===== config.mk =====
export PLATFORM = sky130hd
export DESIGN_NAME = mmp_modmul
export DESIGN_NICKNAME = d
export VERILOG_FILES = /design/src/rtl/modular_matrix_power_2x2_assert.svh /design/src/rtl/mmp_pkg.sv /design/src/rtl/mmp_modmul.sv
export SDC_FILE = /design/constraint.sdc
export NUM_CORES = 2
export LEC_CHECK = 0
export BUFFER_PORTS_ARGS = -buffer_cell sky130_fd_sc_hd__buf_4
export CORE_MARGIN = 3
export CORE_UTILIZATION = 35
export CTS_CLUSTER_DIAMETER = 50
export DETAILED_ROUTE_END_ITERATION = 7
export SYNTH_ARGS = -nofsm -noshare
export SYNTH_HDL_FRONTEND = slang
export SYNTH_SLANG_ARGS = --single-unit

===== constraint.sdc =====
create_clock -name aclk -period 20.5 [get_ports aclk]
set_clock_uncertainty 0.05 [all_clocks]
set_input_delay 3.075 -clock aclk [delete_from_list [all_inputs] [get_ports aclk]]
set_output_delay 3.075 -clock aclk [all_outputs]
set_load 0.01 [all_outputs]

===== src/rtl/modular_matrix_power_2x2_assert.svh =====
// ----------------------------------------------------------------------------
// Assertion macros for the modular matrix power block
// Shorthand for clocked, reset-qualified concurrent checks.
// ----------------------------------------------------------------------------
`ifndef MODULAR_MATRIX_POWER_2X2_ASSERT_SVH
`define MODULAR_MATRIX_POWER_2X2_ASSERT_SVH

// Consequent must hold in the same cycle as the antecedent.
`define MMP_ASSERT_SAME(label, clk, rstn, ante, cons) \
    label: assert property (@(posedge clk) disable iff (!(rstn)) (ante) |-> (cons)) \
        else $error("same-cycle check failed");

// Consequent must hold in the cycle after the antecedent.
`define MMP_ASSERT_NEXT(label, clk, rstn, ante, cons) \
    label: assert property (@(posedge clk) disable iff (!(rstn)) (ante) |=> (cons)) \
        else $error("next-cycle check failed");

`endif


===== src/rtl/mmp_pkg.sv =====
// ----------------------------------------------------------------------------
// mmp_pkg
// Types, constants and helper functions shared by the matrix power block.
// ----------------------------------------------------------------------------
package mmp_pkg;

    localparam int unsigned ENTRY_W     = 30;
    localparam int unsigned EXP_W       = 63;
    localparam int unsigned CFG_INDEX_W = 2;
    localparam int unsigned TAG_W       = 4;

    localparam logic [ENTRY_W-1:0] PRIME     = 30'd1000000007;
    localparam logic [31:0]        TWO_PRIME = 32'd2000000014;
    // floor(2^60 / PRIME), the Barrett reciprocal for 30-bit moduli.
    localparam logic [30:0]        BARRETT_MU = 31'd1152921496;

    // Configuration register indexes.
    localparam logic [CFG_INDEX_W-1:0] CFG_BASE_TOP_LEFT     = 2'd0;
    localparam logic [CFG_INDEX_W-1:0] CFG_BASE_TOP_RIGHT    = 2'd1;
    localparam logic [CFG_INDEX_W-1:0] CFG_BASE_BOTTOM_LEFT  = 2'd2;
    localparam logic [CFG_INDEX_W-1:0] CFG_BASE_BOTTOM_RIGHT = 2'd3;

    // Product tags: bit 3 picks the matrix product (accumulate or square),
    // bits 2:1 the result entry, bit 0 the term of the dot product.
    localparam logic [TAG_W-1:0] TAG_ACC_FIRST = 4'd0;
    localparam logic [TAG_W-1:0] TAG_ACC_LAST  = 4'd7;
    localparam logic [TAG_W-1:0] TAG_SQ_FIRST  = 4'd8;
    localparam logic [TAG_W-1:0] TAG_SQ_LAST   = 4'd15;

    typedef logic [ENTRY_W-1:0] entry_t;

    typedef struct packed {
        entry_t e00;
        entry_t e01;
        entry_t e10;
        entry_t e11;
    } mat_t;

    localparam mat_t IDENTITY = '{e00: 30'd1, e01: 30'd0, e10: 30'd0, e11: 30'd1};

    typedef struct packed {
        logic             valid;
        logic [TAG_W-1:0] tag;
        entry_t           a;
        entry_t           b;
    } mmp_op_t;

    typedef struct packed {
        logic             valid;
        logic [TAG_W-1:0] tag;
        entry_t           value;
    } mmp_res_t;

    function automatic entry_t reduce_once(entry_t v);
        return (v >= PRIME) ? entry_t'(v - PRIME) : v;
    endfunction

    function automatic entry_t add_mod(entry_t a, entry_t b);
        logic [ENTRY_W:0] s;
        s = {1'b0, a} + {1'b0, b};
        return (s >= {1'b0, PRIME}) ? entry_t'(s - {1'b0, PRIME}) : entry_t'(s);
    endfunction

    function automatic entry_t mat_entry(mat_t m, logic [1:0] idx);
        entry_t v;
        unique case (idx)
            2'd0:    v = m.e00;
            2'd1:    v = m.e01;
            2'd2:    v = m.e10;
            default: v = m.e11;
        endcase
        return v;
    endfunction

    function automatic mat_t mat_set(mat_t m, logic [1:0] idx, entry_t v);
        mat_t r;
        r = m;
        unique case (idx)
            2'd0:    r.e00 = v;
            2'd1:    r.e01 = v;
            2'd2:    r.e10 = v;
            default: r.e11 = v;
        endcase
        return r;
    endfunction

endpackage


===== src/rtl/mmp_modmul.sv =====
// ----------------------------------------------------------------------------
// mmp_modmul
// Pipelined modular multiplier, one product a*b mod PRIME per cycle,
// Barrett reduction with two final corrections.
// ----------------------------------------------------------------------------
module mmp_modmul (
    input  logic              aclk,
    input  logic              aresetn,
    input  mmp_pkg::mmp_op_t  op_i,
    output mmp_pkg::mmp_res_t res_o
);

    logic                       s1_valid_reg, s2_valid_reg, s3_valid_reg, s4_valid_reg;
    logic [mmp_pkg::TAG_W-1:0]  s1_tag_reg, s2_tag_reg, s3_tag_reg, s4_tag_reg;
    logic [59:0]                s1_prod_reg;
    logic [61:0]                s2_qm_reg;
    logic [31:0]                s2_xlo_reg, s3_xlo_reg, s3_qp_reg;
    mmp_pkg::entry_t            s4_value_reg;

    logic [59:0]                prod_next;
    logic [61:0]                qm_next;
    logic [60:0]                qp_full;
    logic [31:0]                rem;
    mmp_pkg::entry_t            value_next;

    always_comb begin
        prod_next = 60'(op_i.a) * 60'(op_i.b);
        qm_next   = 62'(s1_prod_reg[59:29]) * 62'(mmp_pkg::BARRETT_MU);
        qp_full   = 61'(s2_qm_reg[61:31]) * 61'(mmp_pkg::PRIME);
        // The Barrett estimate is at most two short, so the remainder is below 3P.
        rem       = s3_xlo_reg - s3_qp_reg;
        if (rem >= mmp_pkg::TWO_PRIME) begin
            value_next = mmp_pkg::entry_t'(rem - mmp_pkg::TWO_PRIME);
        end else if (rem >= 32'(mmp_pkg::PRIME)) begin
            value_next = mmp_pkg::entry_t'(rem - 32'(mmp_pkg::PRIME));
        end else begin
            value_next = rem[mmp_pkg::ENTRY_W-1:0];
        end
    end

    always_ff @(posedge aclk) begin
        if (!aresetn) begin
            s1_valid_reg <= 1'b0;
            s2_valid_reg <= 1'b0;
            s3_valid_reg <= 1'b0;
            s4_valid_reg <= 1'b0;
        end else begin
            s1_valid_reg <= op_i.valid;
            s2_valid_reg <= s1_valid_reg;
            s3_valid_reg <= s2_valid_reg;
            s4_valid_reg <= s3_valid_reg;
        end
    end

    always_ff @(posedge aclk) begin
        s1_tag_reg   <= op_i.tag;
        s1_prod_reg  <= prod_next;
        s2_tag_reg   <= s1_tag_reg;
        s2_qm_reg    <= qm_next;
        s2_xlo_reg   <= s1_prod_reg[31:0];
        s3_tag_reg   <= s2_tag_reg;
        s3_qp_reg    <= qp_full[31:0];
        s3_xlo_reg   <= s2_xlo_reg;
        s4_tag_reg   <= s3_tag_reg;
        s4_value_reg <= value_next;
    end

    assign res_o.valid = s4_valid_reg;
    assign res_o.tag   = s4_tag_reg;
    assign res_o.value = s4_value_reg;

endmodule


Word level (Yosys, flattened, before mapping)
Cells that the tools add are included.
{"block": "classes", "order_cmp": 2, "mux": 2, "n_addsub": 3, "n_mul": 3}
{"operator": "30-bit by 30-bit multiplier with 60-bit output", "count": 1}
{"operator": "30-bit 2-to-1 mux", "count": 2}
{"operator": "30-bit subtractor (second input constant)", "count": 2}
{"operator": "31-bit by 28-bit multiplier with 59-bit output (second input constant)", "count": 1}
{"operator": "32-bit by 30-bit greater-or-equal comparator with 1-bit output (second input constant)", "count": 1}
{"operator": "32-bit by 31-bit greater-or-equal comparator with 1-bit output (second input constant)", "count": 1}
{"operator": "31-bit by 30-bit multiplier with 32-bit output (second input constant)", "count": 1}
{"operator": "32-bit subtractor", "count": 1}
{"block": "totals", "out_inout_bits": 35, "wordCells": 24, "reg_bits": 265, "in_bits": 67}

Longest topological paths before layout
{"block": "logic_depth", "ltp_word": 4, "ltp_mapped": 32, "depth_no_buf": 31}

Worst setup path before layout
Ideal clock, no wire load.
{"block": "synth_timing", "path_type": "input to register", "start": "input op_i[3] (netlist bit)", "end": "register s1_prod_reg[59]", "setup_ns": 0.121, "t_required_ns": 20.329, "slack_ns": 10.042, "stages": 29, "t_arrival_ns": 10.287, "n_path_buf": 1, "cell_sequence": "clkbuf_1 and2_1 fa_1 fa_1 fa_1 inv_1 fa_1 inv_1 fa_1 inv_1 fa_1 inv_1 fa_1 inv_1 fa_1 inv_1 ha_1 o211ai_1 o22ai_1 o41ai_1 a21oi_1 a211oi_1 o41ai_1 a41oi_1 a21oi_1 a41oi_1 o31ai_1 a21oi_1 xnor2_1"}
{"block": "synth_between", "elab_chain_cells": 1}
{"element": "start: declaration", "line": "mmp_modmul.sv:9", "rtl": "input mmp_pkg::mmp_op_t op_i,"}
{"element": "30-bit by 30-bit multiplier with 60-bit output", "line": "mmp_modmul.sv:27", "rtl": "prod_next = 60'(op_i.a) * 60'(op_i.b);"}
{"element": "via prod_next[59]", "line": "mmp_modmul.sv:20", "rtl": "logic [59:0] prod_next;"}
{"element": "end signal: assignment", "line": "mmp_modmul.sv:57", "rtl": "s1_prod_reg <= prod_next;"}
{"element": "end: declaration", "line": "mmp_modmul.sv:15", "rtl": "logic [59:0] s1_prod_reg;"}
The timed path passes the listed nets, and every way through them passes these cells.
A chain may end at the register's enable or synchronous reset.

Final worst setup path
{"block": "layout_timing", "start": "input op_i[4] (netlist bit)", "end": "register s1_prod_reg[59]"}
The elaborated chain is that of the path after synthesis.

==> impl_metrics.yaml <==
synthesis:
  synth_common_cells: "1490 x inv_1, 1224 x fa_1, 796 x ha_1"
  yosys-top-cells-area: "fa_1 43%, ha_1 17%, inv_1 9.7%"
  ys_warn_count: 0
  synth_edf_count: 0
  syn-num-nets: 8049
  ys_async_sr_fraction_pct: 0
  ys_seq_area_share_pct: 8.26
  yosys.cell_count.top_type: "inv_1"
  synth_seq_cells: 237
  yosys.cell_types.count: 87
  yosysTopAreaCellShare_pct: 42.7
  synthCells: 5962
  ys.flop_type: "dfxtp_1"
  avgSynthCellArea_um2: 9.63
  synth_area_leader_cell: "fa_1"
  synth.cell_area_um2: 57400
timing:
  fin_setup_tns_ns: 0
  worstMarginPinSlew_ns: 0.971
  max_freq_mhz: 91.5
  finalCriticalPeriod_ns: 10.93
  period_share_pct: 53.3
  relSlewSlack_pct: 34.8
  slew_violations: 0
  rsz0062_at_grt: "false"
  hold_violations: 0
  finalSetupViolCount: 0
clock_network:
  cts_made_buffers: 35
  cts_resized: 0
  cts.sinks: 237
  clockRootBuffer: "clkbuf_16"
  cts.path.max_buffers: 3
  cts_tree: "built"
  cts_max_level: 2
  clock_latency_ns: 0.56
  path_clk_slew_ns: 0.06
  postCtsHoldBufs: 0
  cts_setup_buffers: 0
floorplanning:
  die_height_um: 411
  die_width_um: 411
  initial_core_util_pct: 35.2
  rows: 148
  pin_count: 102
  coreArea_um2: 163000
  die_area_um2: 169000
detailed_routing:
  totalWireLength_um: 145000
  via_count: 39000
  ant_nets: 0
  drc: 0
  dr.first_iter.drc_count: 2329
  vias_per_cell: 4.81
  wl_per_cell_um: 18.0
  dr.pass1.iters: 5
layout:
  final_cells: 8097
  antenna-diode-count: 0
  area_growth_pct: 6.90
  largest_reg_flops: 60
  nNetsFinal: 7984
  final_core_util_pct: 37.7
  layout-drive-gt1-share_pct: 3.43
  design_area_um2: 61400
critical_path:
  crit_path_start_kind: "primary input"
  path_max_fanout: 30
  cp.arrival_ns: 11.33
  end_kind: "flop"
  cp.required_ns: 20.90
  path_class: "primary input to flop"
global_routing:
  track_usage_pct: 17.7
  grt_pass1_vias: 42600
  overflow: 0
  grt_pass1_wl_um: 236000
  grt_max_degree: 44
  antenna_found_initial: 4
placement:
  portBuffers: 101
  place_congestion: 0.890
  dp.cells: 8035
  place_area_um2: 60200
  dpl.hpwl_um: 118000
run:
  cap_violations: 0
status:
  outcome: "finished clean"
hold_path:
  hp-class: "flop to flop"
per-stage QoR:
stage	hold slack [ns]	worst slack [ns]
floorplan	0.260	10.04
global placement	0.261	9.00
detailed placement	0.262	8.99
CTS	0.272	9.56
global route	0.275	9.09
finish	0.269	9.57
cells in the final DEF (no fill, tap or decap), types with 49 or more instances in the layout:
cell type / synthesis / routed
a21o_1: 95 / 95
a21oi_1: 153 / 153
and2_1: 543 / 543
buf_4: 4 / 114
dfxtp_1: 237 / 237
fa_1: 1224 / 1224
ha_1: 796 / 796
inv_1: 1490 / 1490
nand2_1: 461 / 461
nor2_1: 105 / 105
o21ai_0: 70 / 70
xnor2_1: 135 / 135
xor2_1: 49 / 49
kinds of logic (layout without fill, tap and decap cells):
kind of cell	after synthesis	after routing	share of synthesized area (%)
compound gates	527	527	6.20
xor+xnor	185	185	2.83
fa+ha+maj	2020	2020	60.0
buf+inv	1707	1667	11.2
flops	237	237	8.26
mux	2	2	0.0370
simple gates	1284	1284	11.5
layer usage:
layer / vias to the layer above / wire (um) / GRT usage (%)
li1: 17900 / - / -
met5: - / 27 / 0
met2: 1102 / 65800 / 28.4
met3: 179 / 9380 / 3.17
met1: 19800 / 66600 / 24.8
met4: 4 / 3570 / 4.01
critical path, stage by stage:
cell	delay, ns
buf_4	0.34
and2_1	0.22
fa_1	0.44
fa_1	0.51
fa_1	0.54
inv_1	0.05
fa_1	0.48
inv_1	0.06
fa_1	0.48
fa_1	0.50
fa_1	0.49
inv_1	0.05
fa_1	0.48
inv_1	0.04
ha_1	0.33
a21o_1	0.15
a21oi_1	0.09
o22ai_1	0.16
o41ai_1	0.09
a21oi_1	0.39
a211oi_1	0.29
o41ai_1	0.76
a41oi_1	0.25
a21oi_1	0.36
a41oi_1	0.19
o31ai_1	0.24
a21oi_1	0.12
xnor2_1	0.13
final timing paths:
kind                                         startpoint                       to  slack [ns]  cells after the start
worst min-delay path            s1_prod_reg[13]$_DFF_P_   s2_xlo_reg[13]$_DFF_P_        0.27                      0
worst min register to register  s1_prod_reg[13]$_DFF_P_   s2_xlo_reg[13]$_DFF_P_        0.27                      0
worst max-delay path                            op_i[4]  s1_prod_reg[59]$_DFF_P_        9.57                     28
worst max register to register  s1_prod_reg[50]$_DFF_P_    s2_qm_reg[61]$_DFF_P_       12.62                     22
final cells by class:
cell class                 count  area, um2
timing repair buffer         114        856
tap                         2175       2720
multi-input combinational   4018      46300
clock inverter                22        294
sequential                   237       4740
fill                       16300     102000
clock buffer                  40        925
inverter                    1491       5600
Power is left out: the tool's default activity adds up to more than one toggle a clock period on the data nets, which glitch-free logic cannot reach.
